[src/rtl/mdt_pkg.sv]
// Shared constants, types and codes of the multi-slot deadline timer.
package mdt_pkg;

    localparam int SLOT_COUNT       = 4;
    localparam int INTERRUPT_LIMIT  = 1020;
    localparam int FIRST_ARMABLE_ID = 32;
    localparam int MS_PER_SECOND    = 1000;

    localparam int SLOT_IDX_W = (SLOT_COUNT > 1) ? $clog2(SLOT_COUNT) : 1;
    localparam int ID_W       = 10;
    localparam int OWNER_W    = 8;
    localparam int TIME_W     = 64;
    localparam int FREQ_W     = 32;
    localparam int MS_W       = 32;
    localparam int VALID_W    = 4;
    localparam int OP_W       = 2;
    localparam int KIND_W     = 3;
    localparam int REM_W      = $clog2(MS_PER_SECOND);
    localparam int VALID_EXT_W = (SLOT_COUNT > VALID_W) ? SLOT_COUNT : VALID_W;

    // The divide by 1000 walks the dividend in 16-bit digits; each digit step uses a
    // reciprocal multiply that is exact for partial values below 1000 * 2^16.
    localparam int DIV_DIGIT_W = 16;
    localparam int DIV_STEPS   = TIME_W / DIV_DIGIT_W;
    localparam int DIV_VAL_W   = REM_W + DIV_DIGIT_W;
    localparam int DIV_RECIP   = 274877907;
    localparam int DIV_RECIP_W = 29;
    localparam int DIV_SHIFT   = 38;
    localparam int DIV_PROD_W  = DIV_VAL_W + DIV_RECIP_W;
    localparam int STEP_W      = $clog2(DIV_STEPS);

    // Input word layout, lowest bit first.
    localparam int IN_NOW_LSB   = 0;
    localparam int IN_ID_LSB    = IN_NOW_LSB + TIME_W;
    localparam int IN_MS_LSB    = IN_ID_LSB + ID_W;
    localparam int IN_OWNER_LSB = IN_MS_LSB + MS_W;
    localparam int IN_PERM_BIT  = IN_OWNER_LSB + OWNER_W;
    localparam int IN_RUN_BIT   = IN_PERM_BIT + 1;
    localparam int IN_VALID_LSB = IN_RUN_BIT + 1;
    localparam int IN_DATA_W    = ((IN_VALID_LSB + VALID_W + 7) / 8) * 8;

    // Output word layout.
    localparam int OUT_DATA_W = ((ID_W + 1 + 7) / 8) * 8;

    // Configuration port.
    localparam int CFG_ADDR_W = 3;
    localparam int CFG_DATA_W = 32;
    localparam logic REG_IDX_FREQ = 1'b0;
    localparam logic [FREQ_W-1:0] FREQ_RESET = FREQ_W'(1);

    typedef enum logic [OP_W-1:0] {
        OP_ARM  = 2'd0,
        OP_STOP = 2'd1,
        OP_TICK = 2'd2,
        OP_NONE = 2'd3
    } op_t;

    typedef enum logic [KIND_W-1:0] {
        KIND_ARM_OK     = 3'd0,
        KIND_ARM_REJECT = 3'd1,
        KIND_STOP_DONE  = 3'd2,
        KIND_PENDING    = 3'd3,
        KIND_TICK_DONE  = 3'd4
    } kind_t;

    typedef struct packed {
        logic [ID_W-1:0]    intid;
        logic [OWNER_W-1:0] owner;
        logic [TIME_W-1:0]  deadline;
    } slot_entry_t;

endpackage

[src/rtl/mdt_ms_to_ticks.sv]
// Millisecond to counter tick converter: one multiply, then a divide by 1000 in 16-bit digits.
module mdt_ms_to_ticks (
    input  logic                        clk,
    input  logic                        rst_n,
    input  logic                        start,
    input  logic [mdt_pkg::FREQ_W-1:0]  freq,
    input  logic [mdt_pkg::MS_W-1:0]    ms,
    output logic                        busy,
    output logic [mdt_pkg::TIME_W-1:0]  ticks
);

    logic                              busy_reg;
    logic [mdt_pkg::STEP_W-1:0]        cnt_reg;
    logic [mdt_pkg::TIME_W-1:0]        quo_reg;
    logic [mdt_pkg::REM_W-1:0]         rem_reg;
    logic [mdt_pkg::TIME_W-1:0]        product;
    logic [mdt_pkg::DIV_VAL_W-1:0]     part;
    logic [mdt_pkg::DIV_PROD_W-1:0]    recip_prod;
    logic [mdt_pkg::DIV_DIGIT_W-1:0]   q_digit;
    logic [mdt_pkg::DIV_VAL_W-1:0]     q_times;
    logic [mdt_pkg::REM_W-1:0]         rem_next;

    assign product = mdt_pkg::TIME_W'(freq) * mdt_pkg::TIME_W'(ms);

    // One digit per cycle: the dividend digits shift out of the top of the quotient
    // register while quotient digits shift in at the bottom. The partial value is the
    // running remainder followed by the next digit, so it stays below 1000 * 2^16.
    assign part       = {rem_reg, quo_reg[mdt_pkg::TIME_W-1 -: mdt_pkg::DIV_DIGIT_W]};
    assign recip_prod = mdt_pkg::DIV_PROD_W'(part)
                        * mdt_pkg::DIV_PROD_W'(mdt_pkg::DIV_RECIP);
    assign q_digit    = recip_prod[mdt_pkg::DIV_SHIFT +: mdt_pkg::DIV_DIGIT_W];
    assign q_times    = mdt_pkg::DIV_VAL_W'(q_digit)
                        * mdt_pkg::DIV_VAL_W'(mdt_pkg::MS_PER_SECOND);
    assign rem_next   = mdt_pkg::REM_W'(part - q_times);

    always_ff @(posedge clk or negedge rst_n)
    begin
        if (!rst_n)
        begin
            busy_reg <= 1'b0;
            cnt_reg  <= '0;
        end
        else if (start)
        begin
            busy_reg <= 1'b1;
            cnt_reg  <= '0;
        end
        else if (busy_reg)
        begin
            cnt_reg <= cnt_reg + 1'b1;
            if (cnt_reg == mdt_pkg::STEP_W'(mdt_pkg::DIV_STEPS - 1))
            begin
                busy_reg <= 1'b0;
            end
        end
    end

    always_ff @(posedge clk)
    begin
        if (start)
        begin
            quo_reg <= product;
            rem_reg <= '0;
        end
        else if (busy_reg)
        begin
            quo_reg <= {quo_reg[mdt_pkg::TIME_W-mdt_pkg::DIV_DIGIT_W-1:0], q_digit};
            rem_reg <= rem_next;
        end
    end

    assign busy  = busy_reg;
    assign ticks = quo_reg;

endmodule

[src/rtl/mdt_slot_table.sv]
// Timer slot table: interrupt id, owner and deadline per slot, one read port, one write port and one id clear port.
module mdt_slot_table (
    input  logic                            clk,
    input  logic                            rst_n,
    input  logic [mdt_pkg::SLOT_IDX_W-1:0]  rd_idx,
    output mdt_pkg::slot_entry_t            rd_entry,
    input  logic                            wr_en,
    input  logic [mdt_pkg::SLOT_IDX_W-1:0]  wr_idx,
    input  mdt_pkg::slot_entry_t            wr_entry,
    input  logic                            clr_en,
    input  logic [mdt_pkg::SLOT_IDX_W-1:0]  clr_idx
);

    logic [mdt_pkg::ID_W-1:0]    id_reg       [mdt_pkg::SLOT_COUNT];
    logic [mdt_pkg::OWNER_W-1:0] owner_reg    [mdt_pkg::SLOT_COUNT];
    logic [mdt_pkg::TIME_W-1:0]  deadline_reg [mdt_pkg::SLOT_COUNT];

    // An id of zero marks a free slot, so only the ids need a reset.
    always_ff @(posedge clk or negedge rst_n)
    begin
        if (!rst_n)
        begin
            for (int i = 0; i < mdt_pkg::SLOT_COUNT; i++)
            begin
                id_reg[i] <= '0;
            end
        end
        else if (wr_en)
        begin
            id_reg[wr_idx] <= wr_entry.intid;
        end
        else if (clr_en)
        begin
            id_reg[clr_idx] <= '0;
        end
    end

    always_ff @(posedge clk)
    begin
        if (wr_en)
        begin
            owner_reg[wr_idx]    <= wr_entry.owner;
            deadline_reg[wr_idx] <= wr_entry.deadline;
        end
    end

    assign rd_entry.intid    = id_reg[rd_idx];
    assign rd_entry.owner    = owner_reg[rd_idx];
    assign rd_entry.deadline = deadline_reg[rd_idx];

endmodule

[src/rtl/multi_slot_deadline_timer.sv]
// Top level of the multi-slot deadline timer: sequencer, output register and register port.
//
// The block keeps SLOT_COUNT timer slots and handles one word at a time; s_tready is low
// while a word is in work. A stop, a tick and an arm scan the slots, and an arm that finds
// the table full then goes to the result. The sequencer visits one slot per cycle, unless
// a tick holds a due slot until the output register is free, through a single table read
// port and a single 64-bit deadline comparator. A tick waits for the output register to
// drain before each pending-interrupt word, and every request before its final word. An
// accepted arm runs the slot scan, loads the frequency times milliseconds product, runs
// four digit steps of the divide by 1000 on one reciprocal multiplier, then sees the
// converter done, writes the slot and gives the result. An arm rejected at the input, or
// an unknown request, goes straight from idle to the result. counter_frequency sits at
// byte address 0 and resets to 1.
module multi_slot_deadline_timer (
    input  logic                              clk,
    input  logic                              rst_n,
    // Input word.
    input  logic                              s_tvalid,
    output logic                              s_tready,
    // tdata from bit 0: now, intid, delay_ms, owner_tag, arm_permitted,
    // partition_running, owner_still_valid.
    input  logic [mdt_pkg::IN_DATA_W-1:0]     s_tdata,
    // tuser: operation.
    input  logic [mdt_pkg::OP_W-1:0]          s_tuser,
    // Result word.
    output logic                              m_tvalid,
    input  logic                              m_tready,
    // tdata from bit 0: pending_intid, timer_rearm, zero padding.
    output logic [mdt_pkg::OUT_DATA_W-1:0]    m_tdata,
    // tuser: kind.
    output logic [mdt_pkg::KIND_W-1:0]        m_tuser,
    output logic                              m_tlast,
    // Register port.
    input  logic                              psel,
    input  logic                              penable,
    input  logic                              pwrite,
    input  logic [mdt_pkg::CFG_ADDR_W-1:0]    paddr,
    input  logic [mdt_pkg::CFG_DATA_W-1:0]    pwdata,
    output logic [mdt_pkg::CFG_DATA_W-1:0]    prdata,
    output logic                              pready
);

    typedef enum logic [6:0] {
        ST_IDLE      = 7'b0000001,
        ST_ARM_SCAN  = 7'b0000010,
        ST_ARM_CALC  = 7'b0000100,
        ST_ARM_WRITE = 7'b0001000,
        ST_STOP_SCAN = 7'b0010000,
        ST_TICK_SCAN = 7'b0100000,
        ST_RESP      = 7'b1000000
    } state_t;

    state_t state_reg, state_next;

    logic [mdt_pkg::FREQ_W-1:0]      freq_reg;
    logic [mdt_pkg::SLOT_IDX_W-1:0]  idx_reg, idx_next;
    logic                            match_found_reg, match_found_next;
    logic [mdt_pkg::SLOT_IDX_W-1:0]  match_idx_reg, match_idx_next;
    logic                            free_found_reg, free_found_next;
    logic [mdt_pkg::SLOT_IDX_W-1:0]  free_idx_reg, free_idx_next;
    logic [mdt_pkg::SLOT_IDX_W-1:0]  pick_reg, pick_next;
    logic                            armed_reg, armed_next;
    mdt_pkg::kind_t                  resp_kind_reg, resp_kind_next;
    logic                            resp_rearm_reg, resp_rearm_next;

    // Fields of the word in work.
    logic [mdt_pkg::TIME_W-1:0]      now_reg;
    logic [mdt_pkg::ID_W-1:0]        intid_reg;
    logic [mdt_pkg::MS_W-1:0]        ms_reg;
    logic [mdt_pkg::OWNER_W-1:0]     owner_reg;
    logic                            running_reg;
    logic [mdt_pkg::VALID_W-1:0]     valid_reg;

    // Output register.
    logic                            out_valid_reg;
    mdt_pkg::kind_t                  out_kind_reg;
    logic [mdt_pkg::ID_W-1:0]        out_id_reg;
    logic                            out_rearm_reg;
    logic                            out_last_reg;
    logic                            out_free;
    logic                            out_load;
    mdt_pkg::kind_t                  load_kind;
    logic [mdt_pkg::ID_W-1:0]        load_id;
    logic                            load_rearm;
    logic                            load_last;

    logic                            in_accept;
    mdt_pkg::op_t                    in_op;
    logic [mdt_pkg::ID_W-1:0]        in_intid;
    logic                            in_reject;
    logic                            cfg_write;

    mdt_pkg::slot_entry_t            rd_entry;
    mdt_pkg::slot_entry_t            wr_entry;
    logic                            wr_en;
    logic                            clr_en;
    logic                            calc_start;
    logic                            calc_busy;
    logic [mdt_pkg::TIME_W-1:0]      calc_ticks;

    logic                            idx_last;
    logic [mdt_pkg::SLOT_IDX_W-1:0]  idx_inc;
    logic                            hit;
    logic                            slot_free;
    logic                            m_found;
    logic                            f_found;
    logic [mdt_pkg::SLOT_IDX_W-1:0]  m_idx;
    logic [mdt_pkg::SLOT_IDX_W-1:0]  f_idx;
    logic [mdt_pkg::VALID_EXT_W-1:0] valid_wide;
    logic [mdt_pkg::SLOT_COUNT-1:0]  valid_ext;
    logic                            partition_slot;
    logic                            dropped;
    logic                            reached;
    logic                            due;
    logic                            keep;
    logic                            advance;

    mdt_slot_table u_table (
        .clk      (clk),
        .rst_n    (rst_n),
        .rd_idx   (idx_reg),
        .rd_entry (rd_entry),
        .wr_en    (wr_en),
        .wr_idx   (pick_reg),
        .wr_entry (wr_entry),
        .clr_en   (clr_en),
        .clr_idx  (idx_reg)
    );

    mdt_ms_to_ticks u_calc (
        .clk   (clk),
        .rst_n (rst_n),
        .start (calc_start),
        .freq  (freq_reg),
        .ms    (ms_reg),
        .busy  (calc_busy),
        .ticks (calc_ticks)
    );

    // Register port.
    assign pready    = 1'b1;
    assign cfg_write = psel && penable && pwrite && pready
                       && (paddr[mdt_pkg::CFG_ADDR_W-1] == mdt_pkg::REG_IDX_FREQ);
    assign prdata    = (paddr[mdt_pkg::CFG_ADDR_W-1] == mdt_pkg::REG_IDX_FREQ)
                       ? mdt_pkg::CFG_DATA_W'(freq_reg) : '0;

    always_ff @(posedge clk or negedge rst_n)
    begin
        if (!rst_n)
        begin
            freq_reg <= mdt_pkg::FREQ_RESET;
        end
        else if (cfg_write)
        begin
            freq_reg <= pwdata[mdt_pkg::FREQ_W-1:0];
        end
    end

    // Input side.
    assign s_tready  = (state_reg == ST_IDLE);
    assign in_accept = s_tvalid && s_tready;
    assign in_op     = mdt_pkg::op_t'(s_tuser);
    assign in_intid  = s_tdata[mdt_pkg::IN_ID_LSB +: mdt_pkg::ID_W];
    assign in_reject = !s_tdata[mdt_pkg::IN_PERM_BIT]
                       || ({1'b0, in_intid} < (mdt_pkg::ID_W + 1)'(mdt_pkg::FIRST_ARMABLE_ID))
                       || ({1'b0, in_intid} >= (mdt_pkg::ID_W + 1)'(mdt_pkg::INTERRUPT_LIMIT));

    always_ff @(posedge clk)
    begin
        if (in_accept)
        begin
            now_reg     <= s_tdata[mdt_pkg::IN_NOW_LSB +: mdt_pkg::TIME_W];
            intid_reg   <= in_intid;
            ms_reg      <= s_tdata[mdt_pkg::IN_MS_LSB +: mdt_pkg::MS_W];
            owner_reg   <= s_tdata[mdt_pkg::IN_OWNER_LSB +: mdt_pkg::OWNER_W];
            running_reg <= s_tdata[mdt_pkg::IN_RUN_BIT];
            valid_reg   <= s_tdata[mdt_pkg::IN_VALID_LSB +: mdt_pkg::VALID_W];
        end
    end

    // Slot walk helpers.
    assign idx_last = (idx_reg == mdt_pkg::SLOT_IDX_W'(mdt_pkg::SLOT_COUNT - 1));
    assign idx_inc  = idx_reg + 1'b1;

    assign hit       = (rd_entry.intid == intid_reg);
    assign slot_free = (rd_entry.intid == '0);
    assign m_found   = match_found_reg || hit;
    assign m_idx     = hit ? idx_reg : match_idx_reg;
    assign f_found   = free_found_reg || slot_free;
    assign f_idx     = free_found_reg ? free_idx_reg : idx_reg;

    // Slots past the four validity bits read as no longer owned.
    assign valid_wide     = mdt_pkg::VALID_EXT_W'(valid_reg);
    assign valid_ext      = valid_wide[mdt_pkg::SLOT_COUNT-1:0];
    assign partition_slot = (rd_entry.owner != '0);
    assign dropped        = partition_slot && !valid_ext[idx_reg];
    assign reached        = (now_reg >= rd_entry.deadline);
    assign due            = !slot_free && !dropped && reached
                            && (partition_slot || running_reg);
    assign keep           = !slot_free && !dropped && !due;

    assign wr_entry.intid    = intid_reg;
    assign wr_entry.owner    = owner_reg;
    assign wr_entry.deadline = now_reg + calc_ticks;

    assign out_free = !out_valid_reg || m_tready;

    always_comb
    begin
        state_next       = state_reg;
        idx_next         = idx_reg;
        match_found_next = match_found_reg;
        match_idx_next   = match_idx_reg;
        free_found_next  = free_found_reg;
        free_idx_next    = free_idx_reg;
        pick_next        = pick_reg;
        armed_next       = armed_reg;
        resp_kind_next   = resp_kind_reg;
        resp_rearm_next  = resp_rearm_reg;
        calc_start       = 1'b0;
        wr_en            = 1'b0;
        clr_en           = 1'b0;
        out_load         = 1'b0;
        load_kind        = mdt_pkg::KIND_PENDING;
        load_id          = '0;
        load_rearm       = 1'b0;
        load_last        = 1'b0;
        advance          = 1'b1;

        unique case (state_reg)
            ST_IDLE:
            begin
                if (in_accept)
                begin
                    idx_next         = '0;
                    match_found_next = 1'b0;
                    free_found_next  = 1'b0;
                    armed_next       = 1'b0;
                    unique case (in_op)
                        mdt_pkg::OP_ARM:
                        begin
                            if (in_reject)
                            begin
                                resp_kind_next  = mdt_pkg::KIND_ARM_REJECT;
                                resp_rearm_next = 1'b0;
                                state_next      = ST_RESP;
                            end
                            else
                            begin
                                state_next = ST_ARM_SCAN;
                            end
                        end
                        mdt_pkg::OP_STOP:
                        begin
                            state_next = ST_STOP_SCAN;
                        end
                        mdt_pkg::OP_TICK:
                        begin
                            state_next = ST_TICK_SCAN;
                        end
                        default:
                        begin
                            resp_kind_next  = mdt_pkg::KIND_TICK_DONE;
                            resp_rearm_next = 1'b0;
                            state_next      = ST_RESP;
                        end
                    endcase
                end
            end

            ST_ARM_SCAN:
            begin
                // The highest slot holding the id wins; else the lowest free one.
                match_found_next = m_found;
                match_idx_next   = m_idx;
                free_found_next  = f_found;
                free_idx_next    = f_idx;
                if (idx_last)
                begin
                    if (m_found || f_found)
                    begin
                        pick_next  = m_found ? m_idx : f_idx;
                        calc_start = 1'b1;
                        state_next = ST_ARM_CALC;
                    end
                    else
                    begin
                        resp_kind_next  = mdt_pkg::KIND_ARM_REJECT;
                        resp_rearm_next = 1'b0;
                        state_next      = ST_RESP;
                    end
                end
                else
                begin
                    idx_next = idx_inc;
                end
            end

            ST_ARM_CALC:
            begin
                if (!calc_busy)
                begin
                    state_next = ST_ARM_WRITE;
                end
            end

            ST_ARM_WRITE:
            begin
                wr_en           = 1'b1;
                resp_kind_next  = mdt_pkg::KIND_ARM_OK;
                resp_rearm_next = 1'b1;
                state_next      = ST_RESP;
            end

            ST_STOP_SCAN:
            begin
                clr_en = !slot_free && (rd_entry.owner == owner_reg);
                if (idx_last)
                begin
                    resp_kind_next  = mdt_pkg::KIND_STOP_DONE;
                    resp_rearm_next = 1'b0;
                    state_next      = ST_RESP;
                end
                else
                begin
                    idx_next = idx_inc;
                end
            end

            ST_TICK_SCAN:
            begin
                if (dropped && !slot_free)
                begin
                    clr_en = 1'b1;
                end
                else if (due)
                begin
                    // A due slot waits here until the output register can take it.
                    if (out_free)
                    begin
                        out_load  = 1'b1;
                        load_kind = mdt_pkg::KIND_PENDING;
                        load_id   = rd_entry.intid;
                        clr_en    = 1'b1;
                    end
                    else
                    begin
                        advance = 1'b0;
                    end
                end
                if (keep)
                begin
                    armed_next = 1'b1;
                end
                if (advance)
                begin
                    if (idx_last)
                    begin
                        resp_kind_next  = mdt_pkg::KIND_TICK_DONE;
                        resp_rearm_next = armed_reg || keep;
                        state_next      = ST_RESP;
                    end
                    else
                    begin
                        idx_next = idx_inc;
                    end
                end
            end

            ST_RESP:
            begin
                if (out_free)
                begin
                    out_load   = 1'b1;
                    load_kind  = resp_kind_reg;
                    load_rearm = resp_rearm_reg;
                    load_last  = 1'b1;
                    state_next = ST_IDLE;
                end
            end

            default:
            begin
                state_next = ST_IDLE;
            end
        endcase
    end

    always_ff @(posedge clk or negedge rst_n)
    begin
        if (!rst_n)
        begin
            state_reg       <= ST_IDLE;
            idx_reg         <= '0;
            match_found_reg <= 1'b0;
            free_found_reg  <= 1'b0;
            armed_reg       <= 1'b0;
            out_valid_reg   <= 1'b0;
        end
        else
        begin
            state_reg       <= state_next;
            idx_reg         <= idx_next;
            match_found_reg <= match_found_next;
            free_found_reg  <= free_found_next;
            armed_reg       <= armed_next;
            if (out_load)
            begin
                out_valid_reg <= 1'b1;
            end
            else if (m_tready)
            begin
                out_valid_reg <= 1'b0;
            end
        end
    end

    always_ff @(posedge clk)
    begin
        match_idx_reg  <= match_idx_next;
        free_idx_reg   <= free_idx_next;
        pick_reg       <= pick_next;
        resp_kind_reg  <= resp_kind_next;
        resp_rearm_reg <= resp_rearm_next;
        if (out_load)
        begin
            out_kind_reg  <= load_kind;
            out_id_reg    <= load_id;
            out_rearm_reg <= load_rearm;
            out_last_reg  <= load_last;
        end
    end

    assign m_tvalid = out_valid_reg;
    assign m_tdata  = mdt_pkg::OUT_DATA_W'({out_rearm_reg, out_id_reg});
    assign m_tuser  = out_kind_reg;
    assign m_tlast  = out_last_reg;

`ifndef NO_ASSERTIONS
    a_calc_only_in_calc: assert property (@(posedge clk) disable iff (!rst_n)
        calc_busy |-> (state_reg == ST_ARM_CALC))
        else $error("tick converter busy outside the arm calculation");

    a_write_id_in_range: assert property (@(posedge clk) disable iff (!rst_n)
        wr_en |-> ((wr_entry.intid >= mdt_pkg::ID_W'(mdt_pkg::FIRST_ARMABLE_ID))
                   && ({1'b0, wr_entry.intid}
                       < (mdt_pkg::ID_W + 1)'(mdt_pkg::INTERRUPT_LIMIT))))
        else $error("slot written with an id outside the armable range");

    a_accept_leaves_idle: assert property (@(posedge clk) disable iff (!rst_n)
        in_accept |=> (state_reg != ST_IDLE))
        else $error("accepted word did not start any work");
`endif

endmodule

[config.mk]
export PLATFORM = sky130hd
export DESIGN_NAME = multi_slot_deadline_timer
export DESIGN_NICKNAME = d
export VERILOG_FILES = /design/src/rtl/mdt_pkg.sv /design/src/rtl/mdt_ms_to_ticks.sv /design/src/rtl/mdt_slot_table.sv /design/src/rtl/multi_slot_deadline_timer.sv
export SDC_FILE = /design/constraint.sdc
export NUM_CORES = 2
export LEC_CHECK = 0
export ABC_AREA = 1
export BUFFER_PORTS_ARGS = -buffer_cell sky130_fd_sc_hd__buf_2
export CORE_ASPECT_RATIO = 1.25
export CORE_UTILIZATION = 40
export CTS_BUF_LIST = sky130_fd_sc_hd__clkbuf_8
export CTS_CLUSTER_DIAMETER = 100
export DETAILED_ROUTE_END_ITERATION = 8
export PLACE_DENSITY = 0.6
export SLEW_MARGIN = 10
export SYNTH_ARGS = -nofsm -noshare
export SYNTH_HDL_FRONTEND = slang
export SYNTH_HIERARCHICAL = 1
export SYNTH_SLANG_ARGS = --single-unit
[constraint.sdc]
create_clock -name clk -period 8.25 [get_ports clk]
set_input_delay 1.2375 -clock clk [delete_from_list [all_inputs] [get_ports clk]]
set_output_delay 1.2375 -clock clk [all_outputs]
set_load 0.01 [all_outputs]
-- Word-level counts from Yosys, hierarchy flattened
Memory sizes are Yosys's and may differ from the RTL's.
Index checks and enable logic that the tools add are counted.
- bitwise operators: 8
- $add $sub $neg: 4
- multiply operators: 3
- multiplexer cells: 77
- order comparisons: 8
- reduce and logical (&&, ||, !) cells: 47
- equality and inequality tests: 24
- operators with widths (kind ; count):
    $mux 64 ; 2
    $mux 40 ; 2
    $add 64x64->64 ; 1
    $ge 64x64->1 ; 1
    $mul 32x32->64 ; 1
    $mux 7 ; 8
    $mul 26x29->54 const B ; 1
    $pmux 7 s7 ; 1
    $and 40x40->40 ; 1
    $bwmux 40 ; 1
    $demux 10 s2 ; 2
    $mux 10 ; 4
    $not 40->40 ; 1
    $mux 32 ; 1
    $mux 1 ; 28
    $mux 3 ; 7
    $pmux 7 s3 ; 1
    $bmux 10 s2 ; 1
    $ne 2x2->1 const B ; 9
    $mul 16x7->7 const B ; 1
    $mux 2 ; 8
    $pmux 3 s5 ; 1
    $logic_and 1x1->1 ; 13
    $pmux 1 s2 ; 6
    other kinds (40) ; 69
- input bits: 164
- word-level logic and storage cells: 203
- output and inout bits: 55
- register bits after elaboration: 306
- memories: 2
- bits in writable memories: 288
- memories (memory ; depth ; bits a word ; rd ports ; clocked after memory_dff ; wr ports ; line ; text):
    u_table.deadline_reg ; 4 ; 64 ; 1 ; 0 ; 1 ; mdt_slot_table.sv:16 ; logic [mdt_pkg::TIME_W-1:0] deadline_reg [mdt_pkg::SLOT_COUNT];
    u_table.owner_reg ; 4 ; 8 ; 1 ; 0 ; 1 ; mdt_slot_table.sv:15 ; logic [mdt_pkg::OWNER_W-1:0] owner_reg [mdt_pkg::SLOT_COUNT];

-- Longest topological paths before layout
- word-level depth: 15
- gate-level depth with buffers: 51
- mapped depth without buffers: 50

-- Modules after synthesis
The synthesis kept the hierarchy.
- by module, submodules not included (module ; sequential area each (um^2) ; area each (um^2) ; cells an instance ; instances):
    mdt_ms_to_ticks ; 2197.1 ; 48657.9 ; 5959 ; 1
    multi_slot_deadline_timer ; 5452.7 ; 13470.4 ; 1674 ; 1
    mdt_slot_table ; 9649.3 ; 12710.9 ; 978 ; 1

-- Worst setup path after synthesis
OpenSTA, ideal clock, no wires.
- kind: register -> register
- from: reg u_calc/rem_reg[8] (netlist bit)
- to: reg u_calc/rem_reg[9] (netlist bit)
- buffers on the path: 1
- cell stages (with the launch flop): 47
- clock period less this slack: 8.466 ns
- path slack: -0.216 ns
- arrival time: 8.353 ns
- library setup time: 0.113 ns
- data required time: 8.137 ns
- cells stage by stage: dfxtp_1 > inv_1 > ha_1 > xnor2_1 > ha_1 > or2_2 > clkbuf_1 > xnor2_1 > inv_1 > ha_1 > a21o_1 > fa_1 > fa_1 > fa_1 > inv_1 > fa_1 > inv_1 > ha_1 > [11 not listed] > fa_1 > fa_1 > inv_1 > ha_1 > xor2_1 > ha_1 > nand2_1 > nor2_1 > a211oi_1 > nand2_1 > nand2_1 > nand2_1 > nand2_1 > nand2_1 > inv_1 > nand3_1 > nand3_1 > nand2_1
- cells in the longest elaborated chain, start to end: 3
- ends and longest elaborated chain (item ; line ; text):
    start: declaration ; mdt_ms_to_ticks.sv:15 ; logic [mdt_pkg::REM_W-1:0] rem_reg;
    start signal: assignment ; mdt_ms_to_ticks.sv:68 ; rem_reg <= rem_next;
    $mul 26x29->54 ; mdt_ms_to_ticks.sv:30 ; * mdt_pkg::DIV_PROD_W'(mdt_pkg::DIV_RECIP);
    $mul 16x7->7 ; mdt_ms_to_ticks.sv:33 ; * mdt_pkg::DIV_VAL_W'(mdt_pkg::MS_PER_SECOND);
    $sub 10x10->10 ; mdt_ms_to_ticks.sv:34 ; assign rem_next = mdt_pkg::REM_W'(part - q_times);
No other way between the ends.
A chain may end at the register's enable or synchronous reset.

-- Worst setup path after layout
- from: reg u_calc.quo_reg, in the netlist u_calc/ticks[59]
- to: reg u_calc/rem_reg[9] (netlist bit)
- cells in the longest elaborated chain, start to end: 3
- ends and longest elaborated chain (item ; line ; text):
    start: declaration ; mdt_ms_to_ticks.sv:14 ; logic [mdt_pkg::TIME_W-1:0] quo_reg;
    start signal: assignment ; mdt_ms_to_ticks.sv:62 ; quo_reg <= product;
    start signal: assignment ; mdt_ms_to_ticks.sv:67 ; quo_reg <= {quo_reg[mdt_pkg::TIME_W-mdt_pkg::DIV_DIGIT_W-1:0], q_digit};
    $mul 26x29->54 ; mdt_ms_to_ticks.sv:30 ;
    $mul 16x7->7 ; mdt_ms_to_ticks.sv:33 ;
    $sub 10x10->10 ; mdt_ms_to_ticks.sv:34 ;
No other way between the ends.

==> flow_summary.toml <==
[status]
outcome = "finished, violations left"
violations = "setup timing"

[synth]
synth_ff_type = "edfxtp_1"
synth_compound_area_share_pct = 6.59
synthXorXnorAreaFrac_pct = 1.23
synth.ff_latch_count = 594
syn_area_per_cell_um2 = 8.69
synth.top_cell.area_share_pct = 30.1
synth_edf_count = 496
yosys-top-cells-count = "inv_1, nand2_1, fa_1"
syn_area_um2 = 74800
synth.mux.area_fraction_pct = 0
ys_top_cells_by_area = "fa_1, edfxtp_1, ha_1"
synthArstFlopShare_pct = 14.8
yosys_warnings = 6
yosysTopAreaCell = "fa_1"
ys_types = 65
synth.most_common_cell = "inv_1"
synth_simple_gate_area_share_pct = 15.1
synthAdderAreaFrac_pct = 41.6
netlist_instances = 8611
synth_top_family_by_area = "adder cells"
seq_area_frac_synth_pct = 23.1

[sta]
finClkSkew_ns = 0.104
setup_violations = 1
finalHoldViolations = 0
rsz0062_at_grt = "true"
clock.fmax_mhz = 115
finalMaxSlewViolations = 0
period_minus_slack_ns = 8.66
timing.final.crit_share_pct = 105
worst_pin_slew_ns = 1.05
setup_slack_ns = -0.410
slew_headroom_pct = 29.9

[finish]
num-fill-cells = 18122
nets = 11040
fin_cells = 11564
drive_gt1_share_pct = 11.3
largest_reg_flops = 256
area_growth_pct = 12.3

[hold_path]
hold_class = "input port to async pin"

[clock_network]
h-tree-depth = 3
cts_tree = "done"
cts.sinks = 594
cts_buffers = 104
clockBufferDepth = 3
root_buffer = "clkbuf_8"
path_clk_slew_ns = 0.06
ctsHoldBuffers = 0
clkLatencyLatePin_ns = 0.87

[setup_path]
critical_path_peak_fanout = 4
cp_slowest_cell = "fa_2"
r2r-start = "u_calc/ticks[59]"
crit_type = "flip-flop to flip-flop"
critPathCaptureType = "flip-flop"
start_kind = "flip-flop"
critPathMaxStageDelay_ns = 0.56
critPathArrivalTime_ns = 9.32
reg2regPathDepth = 45
r2r-end = "u_calc/rem_reg[9]"
crit_required_ns = 8.91
ff2ff_setup_slack_ns = -0.41
startpoint = "u_calc/ticks[59]"
critPathCapture = "u_calc/rem_reg[9]"

[die]
die_x_um = 389
io-pin-count = 219
die_area_um2 = 189000
die_h_um = 486
start_util_pct = 40.2
rows = 177
coreArea_um2 = 186000

[routing]
dr.pass1.iters = 6
wl_um = 225000
ant_nets = 0
vias_per_cell = 5.07
dr.first_iter.drc_count = 3637
num_vias = 58669
drc = 0
wire_per_inst_um = 19.5

[grt]
grt_overflow = 0
grt_max_degree = 86
antenna_found_initial = 6
grt_pass1_wl_um = 353000
grt_pass1_vias = 62502
grt.total_usage_pct = 24.2

[place]
portBuffers = 210
gp_congestion = 0.959
dp.final_hpwl_um = 182000
dp_cells = 11330

[flow_run]
drv_cap = 0
-- cell type report --
type                    instances  area, µm²  area share [%]
diodes                          1       2.50         0.00298
clock buffers                 107       1470            1.75
clock inverters                85        704           0.838
inverters                    2113       7950            9.45
multi-input cells            5618      49000            58.2
flip-flops and latches        594      17300            20.6
well taps                    2416       3020            3.60
repair buffers                630       4630            5.51
-- layout by cell type (no fill, tap or decap), types with 86 or more instances in the layout --
master    Yosys  final
nand3_1     158    152
a21oi_1     293    283
ha_1        691    667
o22ai_1      86     86
nor2_1      570    560
o21ai_1      93     93
inv_1      2085   2093
clkbuf_8      0    107
o21ai_0     235    233
edfxtp_1    496    496
fa_1       1124   1118
buf_2        22    209
buf_4        19    382
nand2_1    1900   1867
-- worst max-delay path, delay by kind of cell (launching register included) --
family,cells,cell delay [ns]
AO/OA/AOI/OAI,2,0.34
XOR/XNOR,1,0.17
adder cells (fa/ha/maj),13,5.28
buffers and inverters,10,0.87
flip-flops,1,0.48
AND/OR/NAND/NOR,19,1.40
-- through the flow --
| stage | area [µm²] | worst slack, ns | setup TNS (ns) | hold slack (ns) | util, % |
|---|---|---|---|---|---|
| 6_report | 84100 | -0.410 | -0.410 | 0.359 | 45.2 |
| 5_1_grt | 84100 | -0.795 | -1.17 | 0.344 | 45.2 |
| 4_1_cts | 83400 | -0.426 | -0.426 | 0.278 | 44.8 |
| 3_5_place_dp | 80900 | -0.560 | -0.760 | 0.454 | 43.5 |
| 3_3_place_gp | 80900 | -0.549 | -0.792 | 0.448 | 43.5 |
| 2_1_floorplan | 74900 | -0.0111 | -0.0111 | 0.437 | - |
-- layer usage --
| layer | up-vias | GRT usage (%) | wire, µm |
|---|---|---|---|
| li1 | 27090 | - | - |
| met1 | 29320 | 29.5 | 90200 |
| met2 | 1818 | 43.0 | 113000 |
| met3 | 435 | 3.16 | 12300 |
| met4 | 6 | 9.52 | 9330 |
| met5 | - | 0 | 46 |
-- worst min path at each step --
stage / start / end / slack, ns / cells after the start
2_1_floorplan: u_table/id_reg[10] / u_table/id_reg[10] / 0.44 / 2
3_3_place_gp: u_table/id_reg[13] / u_table/id_reg[13] / 0.45 / 2
3_5_place_dp: u_table/id_reg[19] / u_table/id_reg[19] / 0.45 / 2
4_1_cts: rst_n / u_table/id_reg[5] / 0.28 / 1
5_1_grt: rst_n / u_table/id_reg[11] / 0.34 / 1
6_report: rst_n / u_table/id_reg[5] / 0.36 / 1
-- logic make-up after synthesis --
group,after synthesis
xor+xnor,105
other cells,2
fa+ha+maj,1815
flops,594
simple gates,2814
compound gates,878
buf+inv,2403
-- what timing repair did --
item | 4_1_cts | 5_1_grt
endpoints found under the setup margin | 4 | 16
gates cloned | 0 | 0
endpoints found under the hold margin | 0 | 0
pin swaps | 47 | 64
setup buffers | 14 | 30
resized for setup | 53 | 94
Power is not shown: default switching activity piles up to over one toggle a cycle in this logic, so the estimate is an artifact.
